--- config.mk ---
export PLATFORM = sky130hd
export DESIGN_NAME = integer_to_ascii_digits_top
export DESIGN_NICKNAME = d
export VERILOG_FILES = /design/src/sv/itd_pkg.sv /design/src/sv/integer_to_ascii_digits_top.sv /design/src/sv/itd_dp.sv /design/src/sv/itd_ctrl.sv
export SDC_FILE = /design/constraint.sdc
export NUM_CORES = 1
export LEC_CHECK = 0
export BUFFER_PORTS_ARGS = -buffer_cell sky130_fd_sc_hd__buf_2
export CAP_MARGIN = 20
export CORE_MARGIN = 2
export CORE_UTILIZATION = 40
export CTS_CLUSTER_DIAMETER = 30
export DETAILED_ROUTE_END_ITERATION = 8
export HOLD_SLACK_MARGIN = 0.12
export PLACE_DENSITY = 0.67
export SLEW_MARGIN = 20
export SYNTH_ARGS = -nofsm -noshare
export SYNTH_HDL_FRONTEND = slang
export SYNTH_HIERARCHICAL = 1
export SYNTH_SLANG_ARGS = --single-unit
--- constraint.sdc ---
create_clock -name clk -period 10.56 [get_ports clk]
set_input_delay 0.528 -clock clk [delete_from_list [all_inputs] [get_ports clk]]
set_output_delay 0.528 -clock clk [all_outputs]
set_load 0.01 [all_outputs]
--- src/sv/itd_pkg.sv ---
// Shared types and character constants for the integer to ASCII converter.
package itd_pkg;

  localparam logic [6:0] CHAR_ZERO  = 7'h30;
  localparam logic [6:0] CHAR_NINE  = 7'h39;
  localparam logic [6:0] CHAR_A     = 7'h61;
  localparam logic [6:0] CHAR_F     = 7'h66;
  localparam logic [6:0] CHAR_MINUS = 7'h2D;
  localparam logic [3:0] DEC_RADIX  = 4'd10;

  typedef struct packed {
    logic load;         // take a new value from the input channel
    logic conv_step;    // one shift-and-adjust step of the binary to BCD conversion
    logic digit_shift;  // drop the top digit of the digit register
    logic out_load;     // write the output register
    logic out_sign;     // output register gets the minus sign instead of a digit
    logic out_last;     // the character written is the final one
  } itd_cmd_t;

  typedef struct packed {
    logic neg;          // the value being printed is negative
    logic top_zero;     // the top digit of the digit register is zero
  } itd_stat_t;

  function automatic logic [6:0] digit_ascii(input logic [3:0] d);
    logic [6:0] code;
    if (d < DEC_RADIX) begin
      code = CHAR_ZERO + {3'b000, d};
    end else begin
      code = CHAR_A + {3'b000, d - DEC_RADIX};
    end
    return code;
  endfunction

endpackage

--- src/sv/integer_to_ascii_digits_top.sv ---
// Integer to ASCII converter: one binary value in, its decimal or hex text out, one
// character per transfer. A value is accepted, then put through VALUE_WIDTH steps of
// shift-and-add-3 BCD conversion in decimal (none in hex); then leading zeros of the
// digit register are dropped, the leading-zero skip is left, a minus sign is sent for a
// negative value and the remaining digits are sent, while out_stall can hold the sign and
// digits. The input is taken again once the last character is in the output register,
// which holds it while the next value starts.
module integer_to_ascii_digits_top import itd_pkg::*; #(
  parameter int VALUE_WIDTH = 64
) (
  input  logic        clk,
  input  logic        rst_n,
  input  logic        in_valid,
  output logic        in_stall,
  input  logic [63:0] in_value_bits,
  input  logic        in_use_hex,
  input  logic        in_signed_mode,
  output logic        out_valid,
  input  logic        out_stall,
  output logic [6:0]  out_char_code,
  output logic        out_last_char
);

  localparam int DEC_DIGITS = (VALUE_WIDTH * 30103) / 100000 + 1;
  localparam int HEX_DIGITS = (VALUE_WIDTH + 3) / 4;
  localparam int NUM_DIGITS = (DEC_DIGITS > HEX_DIGITS) ? DEC_DIGITS : HEX_DIGITS;

  itd_cmd_t  cmd;
  itd_stat_t stat;

  itd_ctrl #(
    .VALUE_WIDTH (VALUE_WIDTH),
    .NUM_DIGITS  (NUM_DIGITS)
  ) u_ctrl (
    .clk        (clk),
    .rst_n      (rst_n),
    .in_valid   (in_valid),
    .in_use_hex (in_use_hex),
    .in_stall   (in_stall),
    .out_valid  (out_valid),
    .out_stall  (out_stall),
    .stat       (stat),
    .cmd        (cmd)
  );

  itd_dp #(
    .VALUE_WIDTH (VALUE_WIDTH),
    .NUM_DIGITS  (NUM_DIGITS)
  ) u_dp (
    .clk            (clk),
    .in_value       (in_value_bits[VALUE_WIDTH-1:0]),
    .in_use_hex     (in_use_hex),
    .in_signed_mode (in_signed_mode),
    .cmd            (cmd),
    .stat           (stat),
    .char_code      (out_char_code),
    .last_char      (out_last_char)
  );

endmodule

--- src/sv/itd_dp.sv ---
// Datapath: magnitude register, digit register with BCD conversion, output register.
module itd_dp import itd_pkg::*; #(
  parameter int VALUE_WIDTH = 64,
  parameter int NUM_DIGITS  = 20
) (
  input  logic                   clk,
  input  logic [VALUE_WIDTH-1:0] in_value,
  input  logic                   in_use_hex,
  input  logic                   in_signed_mode,
  input  itd_cmd_t               cmd,
  output itd_stat_t              stat,
  output logic [6:0]             char_code,
  output logic                   last_char
);

  localparam int DW = NUM_DIGITS * 4;

  logic [VALUE_WIDTH-1:0] mag_r, mag_nxt;
  logic [DW-1:0]          digits_r, digits_nxt;
  logic                   neg_r, neg_nxt;
  logic [6:0]             char_r, char_nxt;
  logic                   last_r, last_nxt;
  logic [DW-1:0]          adjusted;
  logic [VALUE_WIDTH-1:0] load_mag;
  logic                   load_neg;
  logic [3:0]             top_digit;

  assign top_digit = digits_r[DW-1 -: 4];
  assign load_neg  = in_signed_mode & in_value[VALUE_WIDTH-1];
  assign load_mag  = load_neg ? (~in_value) + {{(VALUE_WIDTH-1){1'b0}}, 1'b1} : in_value;

  // Shift-and-add-3: every BCD digit of five or more is raised by three before the shift.
  always_comb begin
    for (int i = 0; i < NUM_DIGITS; i++) begin
      if (digits_r[i*4 +: 4] >= 4'd5) begin
        adjusted[i*4 +: 4] = digits_r[i*4 +: 4] + 4'd3;
      end else begin
        adjusted[i*4 +: 4] = digits_r[i*4 +: 4];
      end
    end
  end

  always_comb begin
    mag_nxt    = mag_r;
    digits_nxt = digits_r;
    neg_nxt    = neg_r;
    if (cmd.load) begin
      mag_nxt    = load_mag;
      neg_nxt    = load_neg;
      digits_nxt = '0;
      if (in_use_hex) begin
        digits_nxt[VALUE_WIDTH-1:0] = load_mag;
      end
    end else if (cmd.conv_step) begin
      mag_nxt    = {mag_r[VALUE_WIDTH-2:0], 1'b0};
      digits_nxt = {adjusted[DW-2:0], mag_r[VALUE_WIDTH-1]};
    end else if (cmd.digit_shift) begin
      digits_nxt = {digits_r[DW-5:0], 4'd0};
    end
  end

  always_comb begin
    char_nxt = char_r;
    last_nxt = last_r;
    if (cmd.out_load) begin
      char_nxt = cmd.out_sign ? CHAR_MINUS : digit_ascii(top_digit);
      last_nxt = cmd.out_last;
    end
  end

  always_ff @(posedge clk) begin
    mag_r    <= mag_nxt;
    digits_r <= digits_nxt;
    neg_r    <= neg_nxt;
    char_r   <= char_nxt;
    last_r   <= last_nxt;
  end

  assign stat.neg      = neg_r;
  assign stat.top_zero = (top_digit == 4'd0);
  assign char_code     = char_r;
  assign last_char     = last_r;

endmodule

--- src/sv/itd_ctrl.sv ---
// Controller: sequences conversion, leading-zero skip, sign and digit output.
module itd_ctrl import itd_pkg::*; #(
  parameter int VALUE_WIDTH = 64,
  parameter int NUM_DIGITS  = 20
) (
  input  logic      clk,
  input  logic      rst_n,
  input  logic      in_valid,
  input  logic      in_use_hex,
  output logic      in_stall,
  output logic      out_valid,
  input  logic      out_stall,
  input  itd_stat_t stat,
  output itd_cmd_t  cmd
);

  localparam logic [2:0] ST_IDLE = 3'd0;
  localparam logic [2:0] ST_CONV = 3'd1;
  localparam logic [2:0] ST_SKIP = 3'd2;
  localparam logic [2:0] ST_SIGN = 3'd3;
  localparam logic [2:0] ST_EMIT = 3'd4;

  localparam int CCW = $clog2(VALUE_WIDTH);
  localparam int DCW = $clog2(NUM_DIGITS + 1);

  logic [2:0]     state_r, state_nxt;
  logic [CCW-1:0] conv_cnt_r, conv_cnt_nxt;
  logic [DCW-1:0] dig_cnt_r, dig_cnt_nxt;
  logic           out_valid_r, out_valid_nxt;
  logic           out_free;
  logic           one_left;

  assign out_free = !out_valid_r || !out_stall;
  assign one_left = (dig_cnt_r == DCW'(1));

  always_comb begin
    state_nxt    = state_r;
    conv_cnt_nxt = conv_cnt_r;
    dig_cnt_nxt  = dig_cnt_r;
    cmd          = '0;
    case (state_r)
      ST_IDLE: begin
        if (in_valid) begin
          cmd.load     = 1'b1;
          dig_cnt_nxt  = DCW'(NUM_DIGITS);
          conv_cnt_nxt = CCW'(VALUE_WIDTH - 1);
          state_nxt    = in_use_hex ? ST_SKIP : ST_CONV;
        end
      end
      ST_CONV: begin
        cmd.conv_step = 1'b1;
        conv_cnt_nxt  = conv_cnt_r - CCW'(1);
        if (conv_cnt_r == '0) begin
          state_nxt = ST_SKIP;
        end
      end
      ST_SKIP: begin
        // A zero value keeps its last digit, which then prints as a single zero.
        if (stat.top_zero && !one_left) begin
          cmd.digit_shift = 1'b1;
          dig_cnt_nxt     = dig_cnt_r - DCW'(1);
        end else begin
          state_nxt = stat.neg ? ST_SIGN : ST_EMIT;
        end
      end
      ST_SIGN: begin
        if (out_free) begin
          cmd.out_load = 1'b1;
          cmd.out_sign = 1'b1;
          state_nxt    = ST_EMIT;
        end
      end
      ST_EMIT: begin
        if (out_free) begin
          cmd.out_load    = 1'b1;
          cmd.out_last    = one_left;
          cmd.digit_shift = 1'b1;
          dig_cnt_nxt     = dig_cnt_r - DCW'(1);
          if (one_left) begin
            state_nxt = ST_IDLE;
          end
        end
      end
      default: begin
        state_nxt = ST_IDLE;
      end
    endcase
  end

  always_comb begin
    out_valid_nxt = out_valid_r;
    if (cmd.out_load) begin
      out_valid_nxt = 1'b1;
    end else if (!out_stall) begin
      out_valid_nxt = 1'b0;
    end
  end

  always_ff @(posedge clk) begin
    if (!rst_n) begin
      state_r     <= ST_IDLE;
      conv_cnt_r  <= '0;
      dig_cnt_r   <= '0;
      out_valid_r <= 1'b0;
    end else begin
      state_r     <= state_nxt;
      conv_cnt_r  <= conv_cnt_nxt;
      dig_cnt_r   <= dig_cnt_nxt;
      out_valid_r <= out_valid_nxt;
    end
  end

  assign in_stall  = (state_r != ST_IDLE);
  assign out_valid = out_valid_r;

endmodule

==> out/metrics.yaml <==
outcome:
  status: "finished, final reports clean"
floorplanning:
  rows: 61
  die_y_um: 171
  design.die.area_mm2: 0.0294
  die_w_um: 171
  core_area_mm2: 0.0277
  floorplan.initialDensity: 0.405
  io_pins: 80
cells_and_area:
  fin_nets: 1405
  fin_cells: 1679
  register_area_mm2: 0.00470
  fillers: 2608
  drive_above_1_share: 0.112
  syn2layout_area_growth_pct: 11.1
  antenna_cells: 0
  multi_input_area_mm2: 0.00596
sta:
  fin_worst_skew_ns: 0.00943
  fin_tns_setup_ns: 0
  tightest_slew_ns: 1.03
  fmaxAchievable_mhz: 267
  min_period_ns: 3.75
  slew_viol_final: 0
  hold_viol: 0
  fin_crit_sh: 0.355
  setup_viol_count_final: 0
  slew_headroom: 0.314
  rsz0062_at_grt: "no"
worst_setup_path:
  worst_setup_path_start_kind: "flop"
  required_ns: 10.71
  path_class: "flop to flop"
  worstPathArrival_ns: 3.90
  path_max_fanout: 48
  end_kind: "flop"
drt:
  wire_per_inst_um: 17.0
  drtPass1Iterations: 6
  wl_um: 28500
  drc: 0
  ant_nets: 0
  vias: 9623
  viasPerCell: 5.73
  drt_iter0_drc: 824
job:
  cap_violations: 0
global_routing:
  grt_overflow: 0
  antenna_found_initial: 0
  grt_pass1_wl_um: 45000
  grt_pass1_vias: 8836
  grt_util_all_layers: 0.192
  grt_max_degree: 91
logic_synthesis:
  syn_area_mm2: 0.0112
  synth_edf_count: 136
  synth_fp_nets: 1366
  post-synth-top-area-cell: "edfxtp_1"
  yosysUniqueCellTypes: 76
  synth-main-ff-cell: "edfxtp_1"
  synth_warnings: 6
  synth_area_leaders: "edfxtp_1 36%, a21oi_1 6.3%, dfxtp_1 5.5%"
  postSynthAreaPerCell_um2: 8.98
  synthArstFlopShare: 0
  yosys.area.top_type_share: 0.364
  ys_seq_elements: 167
  synth_cells: 1249
  yosysSeqAreaShare: 0.420
cts:
  clockBufferDepth: 2
  cts_hold_buffers: 0
  clock_latency_ns: 0.43
  path_clk_slew_ns: 0.07
  cts_tree: "yes"
  cts_made_buffers: 17
  clkSinkCount: 167
  cts_resized: 0
  root_buffer: "clkbuf_16"
  cts_setup_buffers: 0
  htree_num_levels: 4
placed_design:
  placed_cells: 1647
  dp_hpwl_um: 19400
  io_buffers: 78
  place.gp.congestion: 0.871
hold_path:
  hp-class: "input pin to flop"
power_and_ir_drop:
  cellLeakagePower_nw: 4.50
  irDropWorstVdd_uv: 180
  p_per_area_mw_per_mm2: 308
  total_power_mw: 3.84
==> cells by family (layout without fill, tap and decap cells) <==
| family | after synthesis | after routing | synth area share |
|---|---|---|---|
| AO/OA/AOI/OAI | 391 | 391 | 0.215 |
| other | 1 | 1 | 0.000335 |
| flip-flops | 167 | 167 | 0.420 |
| adder cells (fa/ha/maj) | 47 | 47 | 0.0525 |
| XOR/XNOR | 89 | 89 | 0.0695 |
| AND/OR/NAND/NOR | 384 | 384 | 0.168 |
| buffers and inverters | 143 | 195 | 0.0506 |
| multiplexers | 27 | 27 | 0.0242 |
==> layout make-up <==
class	count	share of cell area
Clock inverter	14	0.0101
Sequential cell	167	0.378
Timing Repair Buffer	92	0.0398
Clock buffer	18	0.0344
Multi-Input combinational cell	939	0.479
Inverter	71	0.0214
Tap cell	378	0.0380
==> worst max-delay path, stage by stage, from the launching register on <==
cell and delay [ns]:
dfxtp_1 0.49, or3_1 0.50, nor2_4 0.12, buf_4 0.41, clkinv_1 0.62, nand2_1 0.76, nor3_1 0.16, a221oi_1 0.27
o21ai_0 0.13
==> cell usage after synthesis (6+ instances only) <==
cell type,instances
nor2_1,153
a21oi_1,141
edfxtp_1,136
o21ai_0,74
inv_1,69
nand2_1,60
xnor2_1,60
clkbuf_1,59
ha_1,47
o22ai_1,39
nor3_1,36
dfxtp_1,31
nand2b_1,30
xor2_1,29
a211oi_1,28
a31oi_1,27
mux2i_1,26
nand3_1,26
nor4_1,15
or3_1,14
nor3b_1,10
o31ai_1,9
nand4_1,7
o21a_1,7
a41oi_1,6
buf_2,6
nor2b_1,6
==> sequential cells by signal, indices dropped and copies added, names as in the netlist <==
name,flops
u_dp/char_code,6
u_dp/last_char,1
u_ctrl/conv_cnt_r,6
u_ctrl/state_r,3
u_dp/digits_r,80
u_dp/mag_r,64
u_ctrl/dig_cnt_r,5
u_ctrl/out_valid,1
u_dp/neg_r,1
==> worst paths after layout <==
kind                  startpoint                  end  slack, ns  cells after the start
min reg2reg  u_ctrl/dig_cnt_r[1]  u_ctrl/dig_cnt_r[1]       0.50                      2
max reg2reg    u_ctrl/state_r[0]    u_dp/digits_r[52]       6.81                      8
max            u_ctrl/state_r[0]    u_dp/digits_r[52]       6.81                      8
min                    out_stall     u_ctrl/out_valid       0.38                      3
==> where the power goes <==
part	internal (mW)	leakage (nW)	switching (mW)	total, mW
Combinational	0.659	2.66	1.08	1.74
Clock	0.327	0.264	0.273	0.600
Sequential	1.24	1.57	0.262	1.50
Total	2.22	4.50	1.61	3.84
==> metrics by stage <==
step           setup slack (ns)  area (um2)   util  hold WS (ns)
2_1_floorplan              6.88       11200      -         0.457
3_3_place_gp               7.06       11900  0.430         0.483
3_5_place_dp               6.90       11900  0.430         0.485
4_1_cts                    6.86       12500  0.450         0.369
5_1_grt                    6.59       12500  0.450         0.397
6_report                   6.81       12500  0.450         0.384
==> per-layer routing <==
layer  wire length [um]  up-vias  GRT usage
li1                   -     4669          -
met1              12800     4610      0.252
met2              13600      292      0.324
met3               1440       52     0.0265
met4                722        0     0.0715
met5                  0        -          0
==> layout by cell type (no fill, tap or decap), types with 36 or more instances in the layout <==
cell,instances
inv_1,68
ha_1,47
nor3_1,36
o22ai_1,39
a21oi_1,141
buf_2,78
nand2_1,59
edfxtp_1,136
xnor2_1,60
o21ai_0,74
nor2_1,152
Power figures use the tool's default switching activity.
